## src/rtl/m3h_pkg.sv

```systemverilog
// Shared types, constants and helper functions for the MurmurHash3 stream hasher.
// Used by m3h_front, m3h_queue, m3h_back and murmur3_32_stream_hash.
// No dependencies.
package m3h_pkg;

    // Scramble, mix and finalization constants of MurmurHash3 x86_32.
    localparam logic [31:0] C1 = 32'hcc9e2d51;
    localparam logic [31:0] C2 = 32'h1b873593;
    localparam logic [31:0] MIX_ADD = 32'he6546b64;
    localparam logic [31:0] F1 = 32'h85ebca6b;
    localparam logic [31:0] F2 = 32'hc2b2ae35;

    // Byte count of a full word.
    localparam logic [2:0] WORD_BYTES = 3'd4;

    // One classified word on its way from the front to the back.
    typedef struct packed {
        logic [31:0] seed;
        logic [31:0] k;
        logic [2:0]  add_bytes;
        logic        full;
        logic        first;
        logic        last;
    } m3h_item_t;

    // Queue status seen by both sides.
    typedef struct packed {
        logic full;
        logic empty;
    } m3h_qstat_t;

    function automatic logic [31:0] rotl13(input logic [31:0] v);
        return {v[18:0], v[31:19]};
    endfunction

    function automatic logic [31:0] rotl15(input logic [31:0] v);
        return {v[16:0], v[31:17]};
    endfunction

    // Keeps the low bytes of a tail word; a full word keeps everything.
    function automatic logic [31:0] tail_mask(input logic [2:0] count);
        logic [31:0] m;
        case (count)
            3'd0:    m = 32'h0000_0000;
            3'd1:    m = 32'h0000_00ff;
            3'd2:    m = 32'h0000_ffff;
            3'd3:    m = 32'h00ff_ffff;
            default: m = 32'hffff_ffff;
        endcase
        return m;
    endfunction

endpackage

```

## src/rtl/m3h_front.sv

```systemverilog
// Front end: accepts input beats, classifies each word as full or tail,
// and scrambles it in two multiplier stages. Depends on m3h_pkg.
module m3h_front
(
    input  logic                   clk,
    input  logic                   rst_n,
    input  logic                   in_valid,
    output logic                   in_ready,
    input  logic [31:0]            seed,
    input  logic [31:0]            data_word,
    input  logic [2:0]             byte_count,
    input  logic                   last,
    input  m3h_pkg::m3h_qstat_t    q_stat,
    output logic                   q_push,
    output m3h_pkg::m3h_item_t     q_item
);

    logic                s1_v_reg;
    logic                s1_v_next;
    logic                s2_v_reg;
    logic                s2_v_next;
    logic                mid_reg;
    logic                mid_next;
    m3h_pkg::m3h_item_t  s1_reg;
    m3h_pkg::m3h_item_t  s1_next;
    m3h_pkg::m3h_item_t  s2_reg;
    m3h_pkg::m3h_item_t  s2_next;
    logic                s1_free;
    logic                s2_free;
    logic                accept;
    logic                is_full;

    // Stage flow: each stage takes new data when it is empty or draining.
    assign q_push   = s2_v_reg && !q_stat.full;
    assign s2_free  = !s2_v_reg || q_push;
    assign s1_free  = !s1_v_reg || s2_free;
    assign in_ready = s1_free;
    assign accept   = in_valid && s1_free;
    assign q_item   = s2_reg;

    // A word counts as full unless it is the last one with fewer than four bytes.
    assign is_full = !last || byte_count[2];

    // Classification and first scramble multiply.
    always_comb
    begin
        s1_next           = s1_reg;
        s1_v_next         = s1_v_reg;
        mid_next          = mid_reg;
        if (s1_free)
        begin
            s1_v_next         = accept;
            s1_next.seed      = seed;
            s1_next.k         = (data_word & m3h_pkg::tail_mask(is_full ?
                                 m3h_pkg::WORD_BYTES : byte_count)) * m3h_pkg::C1;
            s1_next.add_bytes = is_full ? m3h_pkg::WORD_BYTES : byte_count;
            s1_next.full      = is_full;
            s1_next.first     = !mid_reg;
            s1_next.last      = last;
        end
        if (accept)
        begin
            mid_next = !last;
        end
    end

    // Rotate and second scramble multiply.
    always_comb
    begin
        s2_next   = s2_reg;
        s2_v_next = s2_v_reg;
        if (s2_free)
        begin
            s2_v_next = s1_v_reg;
            s2_next   = s1_reg;
            s2_next.k = m3h_pkg::rotl15(s1_reg.k) * m3h_pkg::C2;
        end
    end

    // Control state.
    always_ff @(posedge clk or negedge rst_n)
    begin
        if (!rst_n)
        begin
            s1_v_reg <= 1'b0;
            s2_v_reg <= 1'b0;
            mid_reg  <= 1'b0;
        end
        else
        begin
            s1_v_reg <= s1_v_next;
            s2_v_reg <= s2_v_next;
            mid_reg  <= mid_next;
        end
    end

    // Payload registers.
    always_ff @(posedge clk)
    begin
        s1_reg <= s1_next;
        s2_reg <= s2_next;
    end

endmodule

```

## src/rtl/m3h_queue.sv

```systemverilog
// Short first-in first-out queue of classified words between front and back.
// Depends on m3h_pkg.
module m3h_queue
#(
    parameter int DEPTH = 4
)
(
    input  logic                   clk,
    input  logic                   rst_n,
    input  logic                   push,
    input  m3h_pkg::m3h_item_t     push_item,
    input  logic                   pop,
    output m3h_pkg::m3h_item_t     head_item,
    output m3h_pkg::m3h_qstat_t    stat
);

    localparam int PW = (DEPTH > 1) ? $clog2(DEPTH) : 1;
    localparam int CW = $clog2(DEPTH + 1);
    localparam logic [PW-1:0] LAST_IDX = PW'(DEPTH - 1);
    localparam logic [CW-1:0] FULL_COUNT = CW'(DEPTH);

    m3h_pkg::m3h_item_t  entry_reg [DEPTH];
    logic [PW-1:0]       wr_ptr_reg;
    logic [PW-1:0]       wr_ptr_next;
    logic [PW-1:0]       rd_ptr_reg;
    logic [PW-1:0]       rd_ptr_next;
    logic [CW-1:0]       count_reg;
    logic [CW-1:0]       count_next;

    assign stat.full  = (count_reg == FULL_COUNT);
    assign stat.empty = (count_reg == '0);
    assign head_item  = entry_reg[rd_ptr_reg];

    // Pointer and occupancy update.
    always_comb
    begin
        wr_ptr_next = wr_ptr_reg;
        rd_ptr_next = rd_ptr_reg;
        count_next  = count_reg;
        if (push)
        begin
            wr_ptr_next = (wr_ptr_reg == LAST_IDX) ? '0 : wr_ptr_reg + 1'b1;
        end
        if (pop)
        begin
            rd_ptr_next = (rd_ptr_reg == LAST_IDX) ? '0 : rd_ptr_reg + 1'b1;
        end
        if (push && !pop)
        begin
            count_next = count_reg + 1'b1;
        end
        else if (pop && !push)
        begin
            count_next = count_reg - 1'b1;
        end
    end

    always_ff @(posedge clk or negedge rst_n)
    begin
        if (!rst_n)
        begin
            wr_ptr_reg <= '0;
            rd_ptr_reg <= '0;
            count_reg  <= '0;
        end
        else
        begin
            wr_ptr_reg <= wr_ptr_next;
            rd_ptr_reg <= rd_ptr_next;
            count_reg  <= count_next;
        end
    end

    // Entry storage.
    always_ff @(posedge clk)
    begin
        if (push)
        begin
            entry_reg[wr_ptr_reg] <= push_item;
        end
    end

endmodule

```

## src/rtl/m3h_back.sv

```systemverilog
// Back end: runs the hash recurrence over queued words and, on the last word
// of a message, the pipelined avalanche finalization. Depends on m3h_pkg.
module m3h_back
(
    input  logic                   clk,
    input  logic                   rst_n,
    input  m3h_pkg::m3h_item_t     q_item,
    input  m3h_pkg::m3h_qstat_t    q_stat,
    output logic                   q_pop,
    output logic                   out_valid,
    input  logic                   out_ready,
    output logic [31:0]            hash
);

    logic [31:0] h_reg;
    logic [31:0] h_next;
    logic [31:0] total_reg;
    logic [31:0] total_next;
    logic [31:0] pre_reg;
    logic [31:0] pre_next;
    logic [31:0] a_reg;
    logic [31:0] a_next;
    logic [31:0] b_reg;
    logic [31:0] b_next;
    logic [31:0] out_reg;
    logic [31:0] out_next;
    logic        pre_v_reg;
    logic        pre_v_next;
    logic        a_v_reg;
    logic        a_v_next;
    logic        b_v_reg;
    logic        b_v_next;
    logic        out_v_reg;
    logic        out_v_next;
    logic        out_free;
    logic        b_free;
    logic        a_free;
    logic        pre_free;
    logic [31:0] h_base;
    logic [31:0] t_base;
    logic [31:0] h_mix;
    logic [31:0] h_rot;
    logic [31:0] x_a;
    logic [31:0] x_b;

    // Finalizer flow: a stage refills when it is empty or moving on.
    assign out_free = !out_v_reg || out_ready;
    assign b_free   = !b_v_reg || out_free;
    assign a_free   = !a_v_reg || b_free;
    assign pre_free = !pre_v_reg || a_free;

    // A last word waits until the finalizer can take it.
    assign q_pop = !q_stat.empty && (!q_item.last || pre_free);

    assign out_valid = out_v_reg;
    assign hash      = out_reg;

    // Hash recurrence; the first word of a message starts from its seed.
    always_comb
    begin
        h_base = q_item.first ? q_item.seed : h_reg;
        t_base = q_item.first ? 32'd0 : total_reg;
        h_mix  = h_base ^ q_item.k;
        h_rot  = m3h_pkg::rotl13(h_mix);
        h_next = h_reg;
        total_next = total_reg;
        pre_next   = pre_reg;
        if (q_pop)
        begin
            h_next     = q_item.full ? ((h_rot << 2) + h_rot + m3h_pkg::MIX_ADD) : h_mix;
            total_next = t_base + {29'd0, q_item.add_bytes};
            if (q_item.last)
            begin
                pre_next = h_next ^ total_next;
            end
        end
    end

    // Avalanche finalization; the multiplies sit in the a and b stages.
    always_comb
    begin
        x_a      = pre_reg ^ (pre_reg >> 16);
        x_b      = a_reg ^ (a_reg >> 13);
        a_next   = a_free ? x_a * m3h_pkg::F1 : a_reg;
        b_next   = b_free ? x_b * m3h_pkg::F2 : b_reg;
        out_next = out_free ? (b_reg ^ (b_reg >> 16)) : out_reg;

        pre_v_next = pre_free ? (q_pop && q_item.last) : pre_v_reg;
        a_v_next   = a_free ? pre_v_reg : a_v_reg;
        b_v_next   = b_free ? a_v_reg : b_v_reg;
        out_v_next = out_free ? b_v_reg : out_v_reg;
    end

    // Control state.
    always_ff @(posedge clk or negedge rst_n)
    begin
        if (!rst_n)
        begin
            pre_v_reg <= 1'b0;
            a_v_reg   <= 1'b0;
            b_v_reg   <= 1'b0;
            out_v_reg <= 1'b0;
            h_reg     <= 32'd0;
            total_reg <= 32'd0;
        end
        else
        begin
            pre_v_reg <= pre_v_next;
            a_v_reg   <= a_v_next;
            b_v_reg   <= b_v_next;
            out_v_reg <= out_v_next;
            h_reg     <= h_next;
            total_reg <= total_next;
        end
    end

    // Payload registers.
    always_ff @(posedge clk)
    begin
        pre_reg <= pre_next;
        a_reg   <= a_next;
        b_reg   <= b_next;
        out_reg <= out_next;
    end

endmodule

```

## src/rtl/murmur3_32_stream_hash.sv

```systemverilog
// Top level of the MurmurHash3 x86_32 stream hasher.
// Depends on m3h_pkg, m3h_front, m3h_queue and m3h_back.
//
// Usage:
//   The input channel (in_valid/in_ready) carries one little-endian 32-bit
//   word per beat, with seed, byte_count and last. The seed is read on the
//   first beat of a message. byte_count is honored only on the last beat;
//   earlier beats count as four bytes, and counts above four act as four.
//   The output channel (out_valid/out_ready) carries one hash per message.
//   Throughput is one word per cycle while the output side keeps up, set by the
//   hash recurrence in the back end; the scramble runs two multiplier stages
//   ahead of it in the front end.
//   On its way the hash is registered in the two scramble stages, the queue,
//   the recurrence and the three finalizer stages.
//   When the receiver stalls, the hash holds in the output register and the
//   finalizer, queue and front fill up before in_ready drops.
//   Reset clears all pipeline valid bits, the queue and the message state, so
//   the first beat after reset starts a new message.
module murmur3_32_stream_hash
#(
    parameter int QUEUE_DEPTH = 4
)
(
    input  logic        clk,
    input  logic        rst_n,
    input  logic        in_valid,
    output logic        in_ready,
    input  logic [31:0] seed,
    input  logic [31:0] data_word,
    input  logic [2:0]  byte_count,
    input  logic        last,
    output logic        out_valid,
    input  logic        out_ready,
    output logic [31:0] hash
);

    logic                 q_push;
    logic                 q_pop;
    m3h_pkg::m3h_item_t   push_item;
    m3h_pkg::m3h_item_t   head_item;
    m3h_pkg::m3h_qstat_t  q_stat;

    // Front end: accept, classify and scramble.
    m3h_front u_front
    (
        .clk        (clk),
        .rst_n      (rst_n),
        .in_valid   (in_valid),
        .in_ready   (in_ready),
        .seed       (seed),
        .data_word  (data_word),
        .byte_count (byte_count),
        .last       (last),
        .q_stat     (q_stat),
        .q_push     (q_push),
        .q_item     (push_item)
    );

    // Decoupling queue.
    m3h_queue #(.DEPTH(QUEUE_DEPTH)) u_queue
    (
        .clk       (clk),
        .rst_n     (rst_n),
        .push      (q_push),
        .push_item (push_item),
        .pop       (q_pop),
        .head_item (head_item),
        .stat      (q_stat)
    );

    // Back end: recurrence and finalization.
    m3h_back u_back
    (
        .clk       (clk),
        .rst_n     (rst_n),
        .q_item    (head_item),
        .q_stat    (q_stat),
        .q_pop     (q_pop),
        .out_valid (out_valid),
        .out_ready (out_ready),
        .hash      (hash)
    );

`ifndef SYNTHESIS
    // The front end never writes into a full queue.
    assert property (@(posedge clk) disable iff (!rst_n) q_push |-> !q_stat.full)
        else $error("queue push while full");

    // The back end never takes a word from an empty queue.
    assert property (@(posedge clk) disable iff (!rst_n) q_pop |-> !q_stat.empty)
        else $error("queue pop while empty");

    // A push without a pop leaves the queue non-empty next cycle.
    assert property (@(posedge clk) disable iff (!rst_n)
                     (q_push && !q_pop) |=> !q_stat.empty)
        else $error("queue lost a pushed word");
`endif

endmodule

```

## config.mk

```make
export PLATFORM = sky130hd
export DESIGN_NAME = murmur3_32_stream_hash
export DESIGN_NICKNAME = d
export VERILOG_FILES = /design/src/rtl/m3h_pkg.sv /design/src/rtl/m3h_front.sv /design/src/rtl/m3h_queue.sv /design/src/rtl/m3h_back.sv /design/src/rtl/murmur3_32_stream_hash.sv
export SDC_FILE = /design/constraint.sdc
export NUM_CORES = 2
export LEC_CHECK = 0
export BUFFER_PORTS_ARGS = -buffer_cell sky130_fd_sc_hd__buf_4
export CAP_MARGIN = 15
export CORE_UTILIZATION = 35
export CTS_BUF_LIST = sky130_fd_sc_hd__clkbuf_8
export DETAILED_ROUTE_END_ITERATION = 12
export PLACE_DENSITY = 0.52
export SLEW_MARGIN = 0
export SYNTH_ARGS = -nofsm -noshare
export SYNTH_HDL_FRONTEND = slang
export SYNTH_SLANG_ARGS = --single-unit
```

## constraint.sdc

```tcl
create_clock -name clk -period 7.3 [get_ports clk]
set_input_delay 1.095 -clock clk [delete_from_list [all_inputs] [get_ports clk]]
set_output_delay 1.095 -clock clk [all_outputs]
set_load 0.02 [all_outputs]
```

---- Word-level counts from Yosys, hierarchy flattened ----
Memory sizes are Yosys's and may differ from the RTL's.
Cells that the tools add are included.
storage, ports and cells
  input port bits ......................... 72
  memories ................................ 1
  word-level logic and storage cells ...... 95
  output and inout bits ................... 34
  bits in writable memories ............... 280
  register bits after elaboration ......... 346
cells by class
  add/subtract/negate cells ............... 7
  reductions and logical operators ........ 31
  bitwise logic cells ..................... 6
  multipliers ............................. 4
  multiplexer cells ....................... 12
  eq/ne operators ......................... 6
memories
  memory             words  bits a word  read ports  clocked after Yosys merged registers in  wr ports  RTL line         source
  u_queue.entry_reg  4      70           1           0                                        1         m3h_queue.sv:22  m3h_pkg::m3h_item_t entry_reg [DEPTH];
operators by type and width
  operator                                              number
  2-to-1 mux 32 bit                                     4
  case mux 32 bit (4 select lines)                      1
  multiplier 32 x 31 -> 32 bit (second input constant)  2
  bitwise XOR 32 x 16 -> 32 bit                         2
  bitwise XOR 32 bit                                    2
  adder 32 x 3 -> 32 bit                                1
  adder 32 bit                                          1
  adder 32 bit (second input constant)                  1
  bitwise AND 32 bit                                    1
  multiplier 32 x 29 -> 32 bit (second input constant)  1
  multiplier 32 x 32 -> 32 bit (second input constant)  1
  bitwise XOR 32 x 19 -> 32 bit                         1
  logical NOT 1 bit                                     13
  2-to-1 mux 3 bit                                      3
  logical OR 1 bit                                      8
  == test 3 x 2 -> 1 bit (second input constant)        2
  logical AND 1 bit                                     6
  logical NOT 3 bit                                     2
  adder 2 x 1 -> 2 bit (second input constant)          2
  == test 2 bit (second input constant)                 2
  2-to-1 mux 2 bit                                      2
  adder 3 x 1 -> 3 bit (second input constant)          1
  == test 3 x 1 -> 1 bit (second input constant)        1
  == test 3 bit (second input constant)                 1
  4 further kinds                                       5

---- Logic depth before layout (Yosys ltp) ----
  word-level depth ........................ 10
  gate-level depth with buffers ........... 28
  depth with buffers taken out ............ 27

---- Hierarchy ----
From an unflattened synthesis, not the netlist that was laid out.
unflattened totals
  cell total of the unflattened synthesis .. 5054
  area, all modules ....................... 59540.9 µm²
modules (own cells, without submodules)
  module     instances  area an instance (µm²)  seq. area each (µm²)  cells an instance
  m3h_back   1          28195.8                 5545.3                2742
  m3h_front  1          20751.2                 4219.0                1909
  m3h_queue  1          10593.9                 8583.2                403

---- Least setup slack after synthesis ----
OpenSTA, ideal clock, no wires.
  kind .................................... input to register
  start ................................... input byte_count[2]
  end ..................................... register u_front.s1_reg[36] (netlist bit), data pin
  cell stages on the path ................. 26
  setup time .............................. 0.265 ns
  data required time ...................... 7.035 ns
  path buffers ............................ 1
  arrival time ............................ 7.118 ns
  slack ................................... -0.084 ns
  cell sequence ........................... nand2b_1 nor2_1 nand2_1 and2_1 clkbuf_1 nand2_1 mux2_2 ha_1 o21bai_1 fa_1 inv_1 fa_1 inv_1 fa_1 ha_1 fa_1 ha_1 ha_1 a21o_1 a21oi_1 o21ai_1 a31o_2 a31oi_1 o21ai_1 nor4bb_1 or3_1
on the way
  longest elaborated chain between the ends .. 7
  elaborated cells between the ends (all ways) .. 10
  those cells by class .................... mul: 1; eq/ne: 3; mux: 3; bitwise: 1; reduce/logical: 2
RTL lines
  item                                            RTL line                      source
  start: declaration                              murmur3_32_stream_hash.sv:30  input logic [2:0] byte_count,
  logical OR 1 bit                                m3h_front.sv:42               assign is_full = !last || byte_count[2];
  2-to-1 mux 3 bit (*)                            m3h_front.sv:54               s1_next.k = (data_word & m3h_pkg::tail_mask(is_full ?
  == test 3 x 2 -> 1 bit (tied with other cells)  m3h_pkg.sv:43                 case (count)
  case mux 32 bit (4 select lines) (*)            m3h_pkg.sv:43
  2-to-1 mux 32 bit (*)                           m3h_front.sv:50               if (s1_free)
  bitwise AND 32 bit (*)                          m3h_front.sv:54
  multiplier 32 x 31 -> 32 bit (*)                m3h_front.sv:55               m3h_pkg::WORD_BYTES : byte_count)) * m3h_pkg::C1;
  end signal: assignment                          m3h_front.sv:100              s1_reg <= s1_next;
  end: declaration                                m3h_front.sv:24               m3h_pkg::m3h_item_t s1_reg;
Mark *: on every way between the ends. The rest lies on a longest branch, timed or not. The select of a mux whose other input is x is not followed.
A chain may end at the register's enable or synchronous reset.

---- Worst setup path after layout ----
  start ................................... register u_back.a_reg[16]
  end ..................................... register u_back.b_reg[31], data pin
on the way
  longest elaborated chain between the ends .. 2
RTL lines
  item                           RTL line         source
  start: declaration             m3h_back.sv:21   logic [31:0] a_reg;
  start signal: assignment       m3h_back.sv:121  a_reg <= a_next;
  bitwise XOR 32 x 19 -> 32 bit  m3h_back.sv:83   x_b = a_reg ^ (a_reg >> 13);
  multiplier 32 x 31 -> 32 bit   m3h_back.sv:85   b_next = b_free ? x_b * m3h_pkg::F2 : b_reg;
  end signal: assignment         m3h_back.sv:122  b_reg <= b_next;
  end: declaration               m3h_back.sv:23   logic [31:0] b_reg;
Every way passes these cells.

==> PnR_summary.wiki <==
{| class="wikitable"
! Metric !! Value
|-
| Status || complete, no violations
|-
| Share of cells above drive strength 1 || 11.5%
|-
| Post-layout min period || 7.09 ns
|-
| Simple-gate portion of the synthesized area || under 10%
|-
| Area share of xor/xnor cells in the synthesized design || 6.10%
|-
| CORE AREA || 0.167 sq mm
|-
| Hold Violations, Final || 0
|-
| Setup slack of the worst register-to-register path || between 0.2 and 0.25 ns
|-
| Worst slew margin relative to its limit || slightly below 30%
|-
| Final core utilization || ~40%
|-
| Detailed-route wire length || 154000 microns
|-
| DR vias || 36200
|-
| Area contributors post-synth || edfxtp_1 28%, fa_1 25%, ha_1 17%, inv_1 7.8%, xnor2_1 3.9%
|-
| Area of the die || 0.171 sq mm
|-
| Sinks on Clock Net || 620
|-
| DR WL/cell || 19.8 microns
|-
| Dominant combinational cell family by area after synthesis || adder cells
|-
| Synthesized area divided by synthesized cell count || 11.7 sq um
|-
| Count of cell types in the netlist || between 70 and 80
|-
| Data required, critical path || 7.85 ns
|-
| Routed via count divided by cell count || about 4.7
|-
| Adder-Cell Fraction of Synth Area || 41.7%
|-
| Master of the slowest instance on the critical path || fa_1
|-
| Post-synth EDFFs || 542
|-
| Final setup violation count || 0
|-
| Final number of max-transition violations || 0
|-
| Maximum clock frequency || between 100 and 150 MHz
|-
| Type of the worst min-delay path || primary input to async pin
|-
| Chip Height || 413 microns
|-
| Clock skew || 0.0605 ns
|-
| Global route overflow || 0
|-
| Number of flip-flops in the largest register || approximately 280
|-
| Crit. End Element || flip-flop
|-
| Buffering stage count on the worst path with inverters included || 7
|-
| Starting utilization of the core area || 35.3%
|-
| Setup repair after global routing missed its margin || no
|-
| Post-synth top area share || 27.5%
|-
| Syn-to-layout area delta || 12.8%
|-
| Maximum clock path buffer count || 3
|-
| Top sig layer || met5
|-
| Die width || 413 microns
|-
| Antenna-violating nets left || 0
|-
| Top-level I/O count || 106
|-
| Global-route wire length before repair || 236000 microns
|-
| Family with the most delay on the worst path || adder cells
|-
| Clock latency at the later pin of the worst-skew pair || 0.83 ns
|-
| Number of nets in the synthesized netlist || 6642
|-
| H-tree depth || 3
|-
| Clock root cell || clkbuf_8
|-
| Most area-hungry cell type in the Yosys netlist || edfxtp_1
|-
| DR WL met2 || 77100 microns
|-
| Worst r2r dst || u_back.b_reg[31]
|-
| Compound-cell area share of the yosys netlist || 5.20%
|-
| Start of the worst register-to-register path || u_back.a_reg[16]
|-
| Ratio of final minimum period to clock period || 97.1%
|-
| First-pass detailed-route iteration total || 7
|-
| Category of the critical setup timing path || flip-flop to flip-flop
|-
| Async set or reset register ratio after synthesis || 12.6%
|-
| Post-synthesis instance area || 0.0591 sq mm
|-
| Routed length on met3 || 4710 microns
|-
| Arrival @ worst endpoint || 7.63 ns
|-
| Primary FF master, synth || edfxtp_1
|-
| Multiplexer fraction of the synthesized cell area || under 10%
|-
| Placer Congestion || 0.900
|-
| Critical path's most frequent cell || fa_1
|-
| Setup WS post-layout || approximately 0.21 ns
|-
| Detailed-routing wirelength on met1 || 67100 microns
|-
| Maximum number of pins on one net before global-route repair || 75
|-
| Depth of the critical timing path with buffers and inverters included || 25
|-
| Synth Instances || approximately 5000
|-
| Drt first-iter violations || 1871
|-
| I/O Buffers || ~110
|-
| Overall Global Routing Usage || 18.6%
|-
| # nets final || 7064
|-
| DRC Markers || 0
|-
| Clock tree from TritonCTS || done
|-
| Synth Warn # || 0
|-
| Floorplan row count || 150
|-
| Worst setup slack after placement || -0.549 ns
|-
| Number of synthesized register bits || 620
|-
| Worst slew pin tran || 1.06 ns
|-
| Number of clock buffers inserted by TritonCTS || approximately 110
|-
| Delay contributed by the slowest stage of the critical path || 0.56 ns
|-
| Clk slew on worst S/H paths || 0.06 ns
|-
| Hold Slack || 0.273 ns
|-
| Largest fanout of any net on the critical path || 6
|-
| Max-Cap Viols || 0
|-
| Detailed placement HPWL || 129000 microns
|-
| Share of the yosys chip area belonging to registers || 30.8%
|-
| Kind of launch point of the worst setup path || flip-flop
|-
| Initial antenna violation count || 4
|-
| R2R cell count || 25
|-
| Via count of the first global-routing pass || 39400
|}
-- layout by cell type, fill, tap and decap left out, drive strengths merged, types with 36 or more instances in the layout --
cell and n:
a21o 50, a21oi 123, o21ai 144, fa 726
xnor2 262, ha 809, mux4 68, dfrtp 78
xor2 142, and3 36, edfxtp 542, clkbuf 110
nor2 154, inv 1275, buf 386, mux2i 37
nand2 214
-- layer usage --
layer  track usage (%)  up-vias
met5                 0        -
met4              5.78        2
met1              23.9    18200
met3              2.32      205
met2              32.4      564
li1                  -    17200
-- synth_stat cells, types with 11 or more instances --
cell type / n
nand4_1: 13
nand3_1: 28
o21ai_1: 19
nor2_1: 153
and2_1: 29
nand2b_1: 21
nor2b_1: 16
o21ai_0: 125
o31ai_1: 13
buf_2: 11
a31oi_1: 17
o21bai_1: 31
o21a_1: 22
and3_1: 35
a21oi_1: 123
mux2i_1: 37
dfrtp_1: 78
xor2_1: 142
clkbuf_1: 52
mux4_2: 66
a211oi_1: 13
ha_1: 809
nand2_1: 214
o211ai_1: 12
edfxtp_1: 542
xnor2_1: 262
fa_1: 726
nor3_1: 27
inv_1: 1224
a21o_1: 50
-- stage by stage --
step	instances	cell area (sq um)	setup TNS [ns]
2_1_floorplan	5035	59100	-0.0244
3_3_place_gp	7551	64600	-2.49
3_5_place_dp	7551	64600	-3.24
4_1_cts	7743	66600	0
5_1_grt	7748	66700	0
6_report	7750	66700	0
-- worst max path at each step --
| stage | from | endpoint | slack [ns] |
|---|---|---|---|
| finish | u_back.a_reg[16] | u_back.b_reg[31] | 0.21 |
| floorplan | byte_count[2] | u_front.s1_reg[36] | -0.02 |
| detailed placement | byte_count[2] | u_front.s1_reg[37] | -0.55 |
| global route | u_back.a_reg[16] | u_back.b_reg[31] | 0.002 |
| global placement | byte_count[2] | u_front.s1_reg[37] | -0.43 |
| CTS | u_back.a_reg[11] | u_back.b_reg[31] | 0.09 |
-- repair_timing --
| item | CTS | global route |
|---|---|---|
| hold endpoints to repair | 0 | 0 |
| hold buffers | 0 | 0 |
| setup endpoints to repair | 0 | 6 |
| gates resized for setup | 0 | 10 |
| buffers inserted | 0 | 2 |
-- area by class of cell --
class                           instances  area, sq um
Antenna cell                            4         10.0
Clock buffer                          110         1510
Clock inverter                         82          490
Fill cell                           16300       101000
Inverter                             1229         4610
Multi-Input combinational cell       3115        36100
Sequential cell                       620        18200
Tap cell                             2204         2760
Timing Repair Buffer                  386         2990
-- kinds of logic after synthesis --
family	after synthesis
and+or+nand+nor	571
buffers and inverters	1300
AOI/OAI and AO/OA	489
xor gates and xnor gates	407
muxes	113
DFF	620
adders and majority gates	1535
Power is left out: the tool's default activity adds up to more than one toggle a clock period on the data nets, which glitch-free logic cannot reach.
